[src/design/brf_pkg.sv]
`timescale 1ns / 1ps
`default_nettype none
// ----------------------------------------------------------------------------
// brf_pkg: shared types and constants of the byte ring FIFO
// Operation and status codes, controller states and the command/status
// structs that join the controller to the datapath.
// ----------------------------------------------------------------------------
package brf_pkg;

   localparam int MODE_W   = 2;
   localparam int BYTE_W   = 8;
   localparam int COUNT_W  = 7;
   localparam int STATUS_W = 2;
   localparam int HELD_W   = 10;
   localparam int SIZE_W   = 4;

   typedef enum logic [MODE_W-1:0] {
      MODE_PUSH  = 2'd0,
      MODE_POP   = 2'd1,
      MODE_BURST = 2'd2,
      MODE_CLEAR = 2'd3
   } mode_type;

   typedef enum logic [STATUS_W-1:0] {
      STS_OK    = 2'd0,
      STS_FULL  = 2'd1,
      STS_EMPTY = 2'd2
   } status_type;

   typedef enum logic [1:0] {
      ST_IDLE,
      ST_FETCH,
      ST_RESP
   } state_type;

   // controller -> datapath
   typedef struct packed {
      logic capture;    // request transfer: run the command, set up the result
      logic load_byte;  // move the fetched byte into the result, advance read
   } dp_cmd_type;

   // datapath -> controller
   typedef struct packed {
      logic fetch;      // the request on the port needs a byte from the store
      logic more;       // the current burst still has bytes to remove
   } dp_sts_type;

endpackage
`default_nettype wire

[src/design/brf_ctrl.sv]
`timescale 1ns / 1ps
`default_nettype none
// ----------------------------------------------------------------------------
// brf_ctrl: sequencing controller
// Takes one request, waits for a store read where needed, and holds each
// result until it is taken.
// ----------------------------------------------------------------------------
module brf_ctrl
   import brf_pkg::*;
(
   input  wire logic       clock,
   input  wire logic       reset,
   input  wire logic       req_tvalid,
   output logic            req_tready,
   output logic            rsp_tvalid,
   input  wire logic       rsp_tready,
   input  wire dp_sts_type dp_sts,
   output dp_cmd_type      dp_cmd
);

   state_type state_ff;
   state_type state_in;

   always_ff @(posedge clock) begin
      if (reset) begin
         state_ff <= ST_IDLE;
      end else begin
         state_ff <= state_in;
      end
   end

   always_comb begin
      state_in = state_ff;
      unique case (state_ff)
         ST_IDLE: begin
            if (req_tvalid) begin
               state_in = dp_sts.fetch ? ST_FETCH : ST_RESP;
            end
         end
         ST_FETCH: begin
            state_in = ST_RESP;
         end
         ST_RESP: begin
            if (rsp_tready) begin
               state_in = dp_sts.more ? ST_FETCH : ST_IDLE;
            end
         end
         default: begin
            state_in = ST_IDLE;
         end
      endcase
   end

   always_comb begin
      req_tready        = 1'b0;
      rsp_tvalid        = 1'b0;
      dp_cmd.capture    = 1'b0;
      dp_cmd.load_byte  = 1'b0;
      unique case (state_ff)
         ST_IDLE: begin
            req_tready     = 1'b1;
            dp_cmd.capture = req_tvalid;
         end
         ST_FETCH: begin
            dp_cmd.load_byte = 1'b1;
         end
         ST_RESP: begin
            rsp_tvalid = 1'b1;
         end
         default: begin
            req_tready = 1'b0;
         end
      endcase
   end

endmodule
`default_nettype wire

[config.mk]
export PLATFORM = sky130hd
export DESIGN_NAME = brf_ctrl
export DESIGN_NICKNAME = d
export VERILOG_FILES = /design/src/design/brf_pkg.sv /design/src/design/brf_ctrl.sv
export SDC_FILE = /design/constraint.sdc
export NUM_CORES = 1
export LEC_CHECK = 0
export BUFFER_PORTS_ARGS = -buffer_cell sky130_fd_sc_hd__buf_4
export CAP_MARGIN = 5
export CORE_AREA = 2 2 39 41
export CTS_CLUSTER_SIZE = 12
export DETAILED_ROUTE_END_ITERATION = 16
export DIE_AREA = 0 0 41 43
export PLACE_DENSITY_LB_ADDON = 0.05
export SYNTH_ARGS = -nofsm -noshare
export SYNTH_HDL_FRONTEND = slang
export SYNTH_SLANG_ARGS = --single-unit
[constraint.sdc]
create_clock -name clock -period 1 [get_ports clock]
set_input_delay 0.15 -clock clock [delete_from_list [all_inputs] [get_ports clock]]
set_output_delay 0.15 -clock clock [all_outputs]
set_load 0.1 [all_outputs]
* Word-level counts from Yosys, hierarchy flattened *
Cells that the tools add are included.

storage, ports and cells
  bits in registers = 2
  input bits = 6
  output and inout bits = 4
  logic and storage cells = 16

operators by class
  equality and inequality tests = 4
  muxes and demuxes = 9
  reduce and logical (&&, ||, !) cells = 2

operator list
  cell                number
  $mux 2              3
  $pmux 2 s3          1
  $mux 1              5
  $ne 2x2->1 const B  2
  $eq 2x1->1 const B  1
  $eq 2x2->1 const B  1
  $logic_not 2->1     1
  $reduce_and 2->1    1

* Logic depth before layout (Yosys ltp) *
Gate-level depths: netlist (run 1).

  depth in word-level cells = 3
  gate-level depth with buffers = 3
  mapped depth without buffers = 3

* Worst setup path after synthesis (run 1) *
No wires, ideal clock.

  kind = flip-flop to output port
  from = register state_ff[0]
  to = output port dp_cmd[1] in the netlist's numbering
  arrival time = 2.529 ns
  setup slack = -1.679 ns
  cell stages (with the launch flop) = 3
  cell sequence = dfxtp_1 -> nor2_1 -> and2_1

RTL lines
  item                      RTL line        source
  start: declaration        brf_ctrl.sv:21  state_type state_ff;
  start signal: assignment  brf_ctrl.sv:28  state_ff <= state_in;
  end: declaration          brf_ctrl.sv:18  output dp_cmd_type dp_cmd

==> run metrics, run 1 <==
status finished with violations; failing checks setup timing; yosys warns 0; clk_lat worst skew 230 ps; ANT nets after route 0; # diodes 0; synth top area cells dfxtp_1 36%, a211oi_2 11%, nor2b_1 11%; met2 GRT Util 8.13%; max-slew violation count 0; DR vias/cell 3.38; Final #Nets 37; post-synthesis sequential area ratio 36.0%; GRT overflow 0; met3 Track Usage GR 4.71%; Top reg by flops state_ff; placed cell areas 241 um2; Crit Path Max Fanout 5; I/O pins 10; final setup fails 4; clk slew on worst S/H paths 30 ps; CTS Buf Count 3; number of global-route vias before repair 167; Max Fclk 0.869 GHz; Period minus WS final 1150 ps; hold crit path type in2reg; Synth Cell Area 111 um2; Placed Cells 41; CTS H-tree lvls 1; Clock Sinks 2; top cell type's share of synthesized area 36.0%; # rows 14; CTS tree built; number of synthesized flops with an enable pin 0; Net Count, Synth 20; Sequential Area 47.5 um2; Synth top cells by count 2 x dfxtp_1, 2 x nor2_1, 2 x nor2b_1; Largest regs state_ff x2; fin crit share 115%; post-synthesis register bit count 2; die area 0.00176 mm2; leak pwr 0.140 nW; Core Region 0.00138 mm2; CP startpoint kind flip-flop; Die Y 43 um; synthesized instance count 14; non-filler cells, final 45; DRC 0; mean post-synth cell area 7.95 um2; largest net degree at the start of global routing 6; Initial Util 8.05%; drt pass-1 iters 1; area delta synth->final 193%; gr busiest metal met2; ratio of cells with drive above 1 in the final layout 75.9%; All-Layer GR Usage 6.79%; initial antenna violation count 0; pin slew with the least headroom to its limit 170 ps; Iteration-0 DRC Markers 0; largest area contributor in the netlist dfxtp_1; CP required 850 ps; Setup Crit Path Kind reg2out; Netlist cell types 11; RSZ-0062 raised after global routing yes; P per Cell Area 1630 mW/mm2; M1 GR Usage 7.59%; first-pass GRT wire length 696 um; number of buffers added on ports 9; maximum root-to-sink buffer count 2; area of the multi-input gates 92.6 um2; DR vias 152; Max-cap violations 0; clock skew 4.16 ps; # fillers 165; Post-Route WL 408 um; Worst setup EP type output port; Root Driver clkbuf_4; Peak VDD IR 0.345 mV; Worst EP arrival 1000 ps; dpl hpwl 307 um; drt wl/cell 9.07 um; Fin Setup TNS -500 ps; ys flop type dfxtp_1; final hold vios 0; Design Power 533 uW; post-route cell area 327 um2; Routability Congestion 0.646; Async S/R FF share, synth 0%; Slew headroom 88.6%; Largest register FFs 2; Chip Width 41 um; worst setup margin -151 ps
worst max-delay path: stages (launching register included):
cell	delay [ps]
dfxtp_4	360
nor2_4	110
and2_4	150
buf_12	160
kinds of logic after synthesis:
family | synth area share, %
flops | 36.0
simple gates | 38.2
buf+inv | 3.37
compound gates | 22.5
through the flow:
stage	hold WS (ps)	worst slack, ps	util (%)
after floorplan	207	-460	-
after global placement	331	-22.4	17.5
after detailed placement	328	-18.1	17.5
after CTS	87.5	-165	23.6
after global routing	84.2	-192	23.6
final	93.5	-151	23.6
layout make-up:
class	count	share of cell area (%)
Tap cell	16	6.13
Timing Repair Buffer	12	42.9
Multi-Input combinational cell	11	28.4
Clock buffer	3	6.90
Sequential cell	2	14.6
Inverter	1	1.15
metal layers:
layer  vias up  routed length [um]
li1         79                   -
met1        67                 168
met2         6                 213
met3         0                  26
met4         0                   0
met5         -                   0
layout by cell type (no fill, tap or decap):
master    netlist  routed
nand3b_1        1       1
nand2_1         1       1
buf_4           0       8
buf_12          0       4
nor2b_4         0       2
clkbuf_4        0       3
o31ai_1         1       1
nor2_4          0       1
a211oi_2        1       1
inv_1           1       1
nor2_1          2       1
a21oi_1         1       1
and2_4          0       1
nand3_1         1       1
dfxtp_4         0       2
power by group:
group	internal [mW]	total [mW]	switching, mW
Clock	0.132	0.179	0.0462
Sequential	0.0859	0.100	0.0142
Combinational	0.107	0.254	0.147
worst paths after layout:
check,start,to,slack [ps],cells after the start
worst max-delay path,state_ff[1]$_SDFFE_PP0P_,dp_cmd[1],-150,3
worst min-delay path,reset,state_ff[0]$_SDFFE_PP0P_,90,2
worst max register to register,state_ff[1]$_SDFFE_PP0P_,state_ff[0]$_SDFFE_PP0P_,170,3
worst min register to register,state_ff[0]$_SDFFE_PP0P_,state_ff[0]$_SDFFE_PP0P_,580,2
timing repair:
item	4_1_cts	5_1_grt
endpoints found under the hold margin	0	0
setup endpoints to repair	4	4
hold buffers	0	0
setup buffers	1	0
gates resized for setup	14	0
pin swaps	0	0
Power figures use the tool's default switching activity.
==> run 2, diff against run 1 <==
--- a/config.mk
+++ b/config.mk
@@ -12,6 +12,7 @@
 export DETAILED_ROUTE_END_ITERATION = 16
 export DIE_AREA = 0 0 41 43
 export PLACE_DENSITY_LB_ADDON = 0.05
+export SKIP_CTS_REPAIR_TIMING = 1
 export SYNTH_ARGS = -nofsm -noshare
 export SYNTH_HDL_FRONTEND = slang
 export SYNTH_SLANG_ARGS = --single-unit
==> run metrics, run 2 (synthesis gave the netlist of run 1 again) <==
Gate power share 45.3% (-2.4 points); number of global-route vias before repair 158 (-5.4%); critical path startpoint state_ff[1]$_SDFFE_PP0P_; GRT overflow 0 (unchanged); Max-cap violations 0 (unchanged); most frequent cells in the layout 8 x buf_4, 3 x clkbuf_4, 3 x buf_12; met2 GRT Util 7.19% (-0.94 points); Final #Nets 36 (-2.7%); worst hold stages 2 (unchanged); All-Layer GR Usage 6.39% (-0.40 points); leak pwr 0.130 nW (-7.1%); DR vias 149 (-2.0%); drt pass-1 iters 1 (unchanged); Worst setup EP type output port; worst flop-to-flop path startpoint state_ff[1]$_SDFFE_PP0P_; I/O pins 10 (unchanged); Routability Congestion 0.646 (unchanged); area delta synth->final 175%; Root Driver clkbuf_4; DR vias/cell 3.39 (+0.25%); Chip Width 41 um (unchanged); switching part of the total power 39.8% (+0.96 points); number of buffers added on ports 9 (unchanged); Clock Sinks 2 (unchanged); RSZ-0062 raised after global routing yes; P_int 307 uW (-5.9%); ANT nets after route 0 (unchanged); max-slew violation count 0 (unchanged); Slew headroom 81.6% (-7.0 points); M1 GR Usage 7.28% (-0.32 points); largest net degree at the start of global routing 6 (unchanged); Top reg by flops state_ff; CP startpoint kind flip-flop; Reg2Reg Depth 3 (unchanged); Peak VDD IR 0.345 mV (about the same); Largest register FFs 2 (unchanged); Die Y 43 um (unchanged); first-pass GRT wire length 648 um (-6.9%); commonest non-fill, non-tap cell in the layout buf_4; Hold Crit Start reset; clk_lat worst skew 230 ps (about the same); CTS tree built; drt wl/cell 9.18 um (+1.3%); Period minus WS final 1150 ps (-1.14 ps); Design Power 509 uW (-4.4%); CTS Buf Count 3 (unchanged); Max Fclk 0.870 GHz (about the same); Post-Route WL 404 um (-0.98%); # diodes 0 (unchanged); post-route cell area 307 um2 (-6.1%); maximum root-to-sink buffer count 2 (unchanged); Initial Util 8.05% (unchanged); clk slew on worst S/H paths 30 ps (about the same); final setup fails 4 (unchanged); Crit Path Max Fanout 5 (unchanged); slack of the worst reg-to-reg path 170 ps (about the same); clock skew 4.16 ps (unchanged); initial antenna violation count 0 (unchanged); fin crit share 115% (about the same); gr busiest metal met1; Core Region 0.00138 mm2 (unchanged); pin slew with the least headroom to its limit 279 ps (+109 ps); Setup Crit Path Kind reg2out; CP required 850 ps (about the same); ratio of cells with drive above 1 in the final layout 75.0% (-0.86 points); DRC 0 (unchanged); P per Cell Area 1660 mW/mm2 (+1.9%); status finished with violations; failing checks setup timing; worst setup margin -149 ps (+1.14 ps); dpl hpwl 307 um (unchanged); Largest regs state_ff x2; met3 Track Usage GR 4.71% (unchanged); worst slack, placed -18.1 ps (unchanged); Net Sw Power 203 uW (-2.0%); # rows 14 (unchanged); final hold vios 0 (unchanged); clock share of power 35.0% (+1.5 points); die area 0.00176 mm2 (unchanged); Iteration-0 DRC Markers 0 (unchanged); hold crit path type in2reg; Sequential Power Share 19.6% (+0.8 points); Worst EP arrival 1000 ps (about the same); placed cell areas 241 um2 (unchanged); CTS H-tree lvls 1 (unchanged)
[run 2: power groups by stage]
stage	clock [mW]	sequential (mW)	combinational (mW)
floorplan	0	0.101	0.147
global placement	0	0.104	0.201
detailed placement	0	0.103	0.201
CTS	0.188	0.103	0.201
global route	0.204	0.102	0.239
finish	0.179	0.0999	0.231
[run 2: layer usage]
layer | wire length, um | vias up
li1 | - | 77
met1 | 167 | 66
met5 | 0 | -
met2 | 211 | 6
met3 | 26 | 0
met4 | 0 | 0
[run 2: area by class of cell]
cell class | count | area (um2)
inverter | 1 | 3.75
tap | 16 | 20.0
fill | 165 | 1080
sequential | 2 | 47.5
clock buffer | 3 | 22.5
timing repair buffer | 11 | 120
multi-input combinational | 11 | 92.6
[run 2: critical path, stage by stage, from the launching register on]
cell and delay (ps):
dfxtp_4 360, nor2_4 100, and2_4 150, buf_12 160
[run 2: path summary, 6_finish.rpt]
| path | to |
|---|---|
| max | dp_cmd[1] |
| min | state_ff[0]$_SDFFE_PP0P_ |
| max reg2reg | state_ff[0]$_SDFFE_PP0P_ |
| min reg2reg | state_ff[0]$_SDFFE_PP0P_ |
[run 2: stage by stage]
| step | hold WS, ps | std cells | utilization [%] | setup TNS, ps |
|---|---|---|---|---|
| CTS | 88.8 | 44 | 19.1 | -898 |
| detailed placement | 328 | 41 | 17.5 | -25.6 |
| floorplan | 207 | 14 | - | -859 |
| finish | 93.5 | 44 | 22.2 | -506 |
| global placement | 331 | 41 | 17.5 | -42.3 |
| global route | 84.2 | 44 | 22.2 | -687 |
==> run 3, diff against run 2 <==
--- a/config.mk
+++ b/config.mk
@@ -11,6 +11,7 @@
 export CTS_CLUSTER_SIZE = 12
 export DETAILED_ROUTE_END_ITERATION = 16
 export DIE_AREA = 0 0 41 43
+export GPL_TIMING_DRIVEN = 0
 export PLACE_DENSITY_LB_ADDON = 0.05
 export SKIP_CTS_REPAIR_TIMING = 1
 export SYNTH_ARGS = -nofsm -noshare
==> run metrics, run 3 (synthesis gave the netlist of run 1 again) <==
Largest regs state_ff x2; Routability Congestion 0.682 (+5.6%); largest net degree at the start of global routing 7 (+1); clock skew 2.26 ps (-1.90 ps); Sequential Power Share 19.0% (-0.6 points); Worst setup EP type output port; final setup fails 4 (unchanged); All-Layer GR Usage 5.70% (-0.69 points); Final #Nets 36 (unchanged); clk_lat worst skew 220 ps (about the same); die area 0.00176 mm2 (unchanged); first-pass GRT wire length 614 um (-5.2%); ANT nets after route 0 (unchanged); Chip Width 41 um (unchanged); number of global-route vias before repair 158 (unchanged); Top reg by flops state_ff; initial antenna violation count 0 (unchanged); DR vias 143 (-4.0%); Iteration-0 DRC Markers 1 (+1); worst slack, placed -28.8 ps (-10.8 ps); drt pass-1 iters 4 (+3); DRC 0 (unchanged); Peak VDD IR 0.379 mV (+9.7%); Reg-to-Reg End state_ff[0]$_SDFFE_PP0P_; # rows 14 (unchanged); fin crit share 115% (+0.30 points); number of buffers added on ports 9 (unchanged); drt wl/cell 9.34 um (+1.7%); CTS H-tree lvls 1 (unchanged); Period minus WS final 1150 ps (+3.03 ps); final hold vios 0 (unchanged); commonest non-fill, non-tap cell in the layout buf_4; CTS tree built; max-slew violation count 0 (unchanged); Crit Path Max Fanout 5 (unchanged); Design Power 530 uW (+4.1%); CP required 850 ps (about the same); leak pwr 0.135 nW (+3.6%); hold crit path type in2reg; slack of the worst reg-to-reg path 150 ps (-20 ps); Initial Util 8.05% (unchanged); area delta synth->final 187%; Final Util 23.1% (+0.90 points); Core Region 0.00138 mm2 (unchanged); Slew headroom 87.9% (+6.3 points); Die Y 43 um (unchanged); failing checks setup timing; Setup Crit Path Kind reg2out; critical path startpoint state_ff[1]$_SDFFE_PP0P_; Max-cap violations 0 (unchanged); Post-Route WL 411 um (+1.7%); Gate power share 47.2% (+1.9 points); Placed Cells 39 (-4.9%); RSZ-0062 raised after global routing yes; CTS Buf Count 3 (unchanged); # diodes 0 (unchanged); ratio of cells with drive above 1 in the final layout 75.0% (unchanged); maximum root-to-sink buffer count 2 (unchanged); placed cell areas 226 um2 (-6.2%); Worst EP arrival 1000 ps (about the same); I/O pins 10 (unchanged); most frequent cells in the layout 7 x buf_4, 4 x buf_12, 3 x clkbuf_4; clk slew on worst S/H paths 30 ps (about the same); switching part of the total power 39.1% (-0.76 points); Root Driver clkbuf_4; Fin Setup TNS -514 ps (-8.07 ps); P per Cell Area 1660 mW/mm2 (about the same); clock share of power 33.8% (-1.2 points); WHS 93.6 ps (+0.0763 ps); GRT overflow 0 (unchanged); pin slew with the least headroom to its limit 180 ps (-98.8 ps); DR vias/cell 3.25 (-4.0%); Largest register FFs 2 (unchanged); # fillers 154 (-6.7%); Max Fclk 0.868 GHz (-0.26%); worst flop-to-flop path startpoint state_ff[1]$_SDFFE_PP0P_; P_int 323 uW (+5.4%); status finished with violations; Net Sw Power 207 uW (+2.1%); worst setup margin -153 ps (-3.04 ps); CP startpoint kind flip-flop; crit path capture dp_cmd[1]; Reg2Reg Depth 3 (unchanged); post-route cell area 319 um2 (+4.1%); Clock Sinks 2 (unchanged); non-filler cells, final 44 (unchanged)
==> run 3: cell counts in the layout (fill, tap and decap cells not counted) <==
No cell type changed its count.
==> run 3: power by group through the flow <==
| stage | Sequential [mW] | Combinational [mW] | Clock, mW |
|---|---|---|---|
| after floorplan | 0.101 | 0.147 | 0 |
| after global placement | 0.105 | 0.191 | 0 |
| after CTS | 0.104 | 0.191 | 0.193 |
| after global routing | 0.102 | 0.259 | 0.194 |
| final | 0.101 | 0.250 | 0.179 |
| after detailed placement | 0.105 | 0.191 | 0 |
==> run 3: area by class of cell <==
| class | instances | area (um2) | area share [%] |
|---|---|---|---|
| inverters | 1 | 3.75 | 1.18 |
| well taps | 16 | 20.0 | 6.27 |
| clock buffers | 3 | 22.5 | 7.06 |
| multi-input cells | 11 | 92.6 | 29.0 |
| repair buffers | 11 | 133 | 41.6 |
| flip-flops and latches | 2 | 47.5 | 14.9 |
==> run 3: how the worst min path moves through the flow <==
stage	startpoint	end	depth (start not counted)
2_1_floorplan	reset	state_ff[0]$_SDFFE_PP0P_	1
3_3_place_gp	reset	state_ff[0]$_SDFFE_PP0P_	2
3_5_place_dp	reset	state_ff[0]$_SDFFE_PP0P_	2
4_1_cts	reset	state_ff[0]$_SDFFE_PP0P_	2
5_1_grt	reset	state_ff[0]$_SDFFE_PP0P_	2
6_report	reset	state_ff[0]$_SDFFE_PP0P_	2
==> run 3: worst max-delay path, stage by stage, from the launching register on <==
cell and delay [ps]:
dfxtp_4 360, nor2_4 110, and2_4 150, buf_12 160
==> run 3: metal layers <==
metal | up-vias | part of all wire (%) | track usage (%)
li1 | 78 | - | -
met3 | 0 | 3.4 | 3.14
met4 | 0 | 0 | 6.00
met5 | - | 0 | 0
met2 | 4 | 53 | 6.25
met1 | 61 | 44 | 6.98
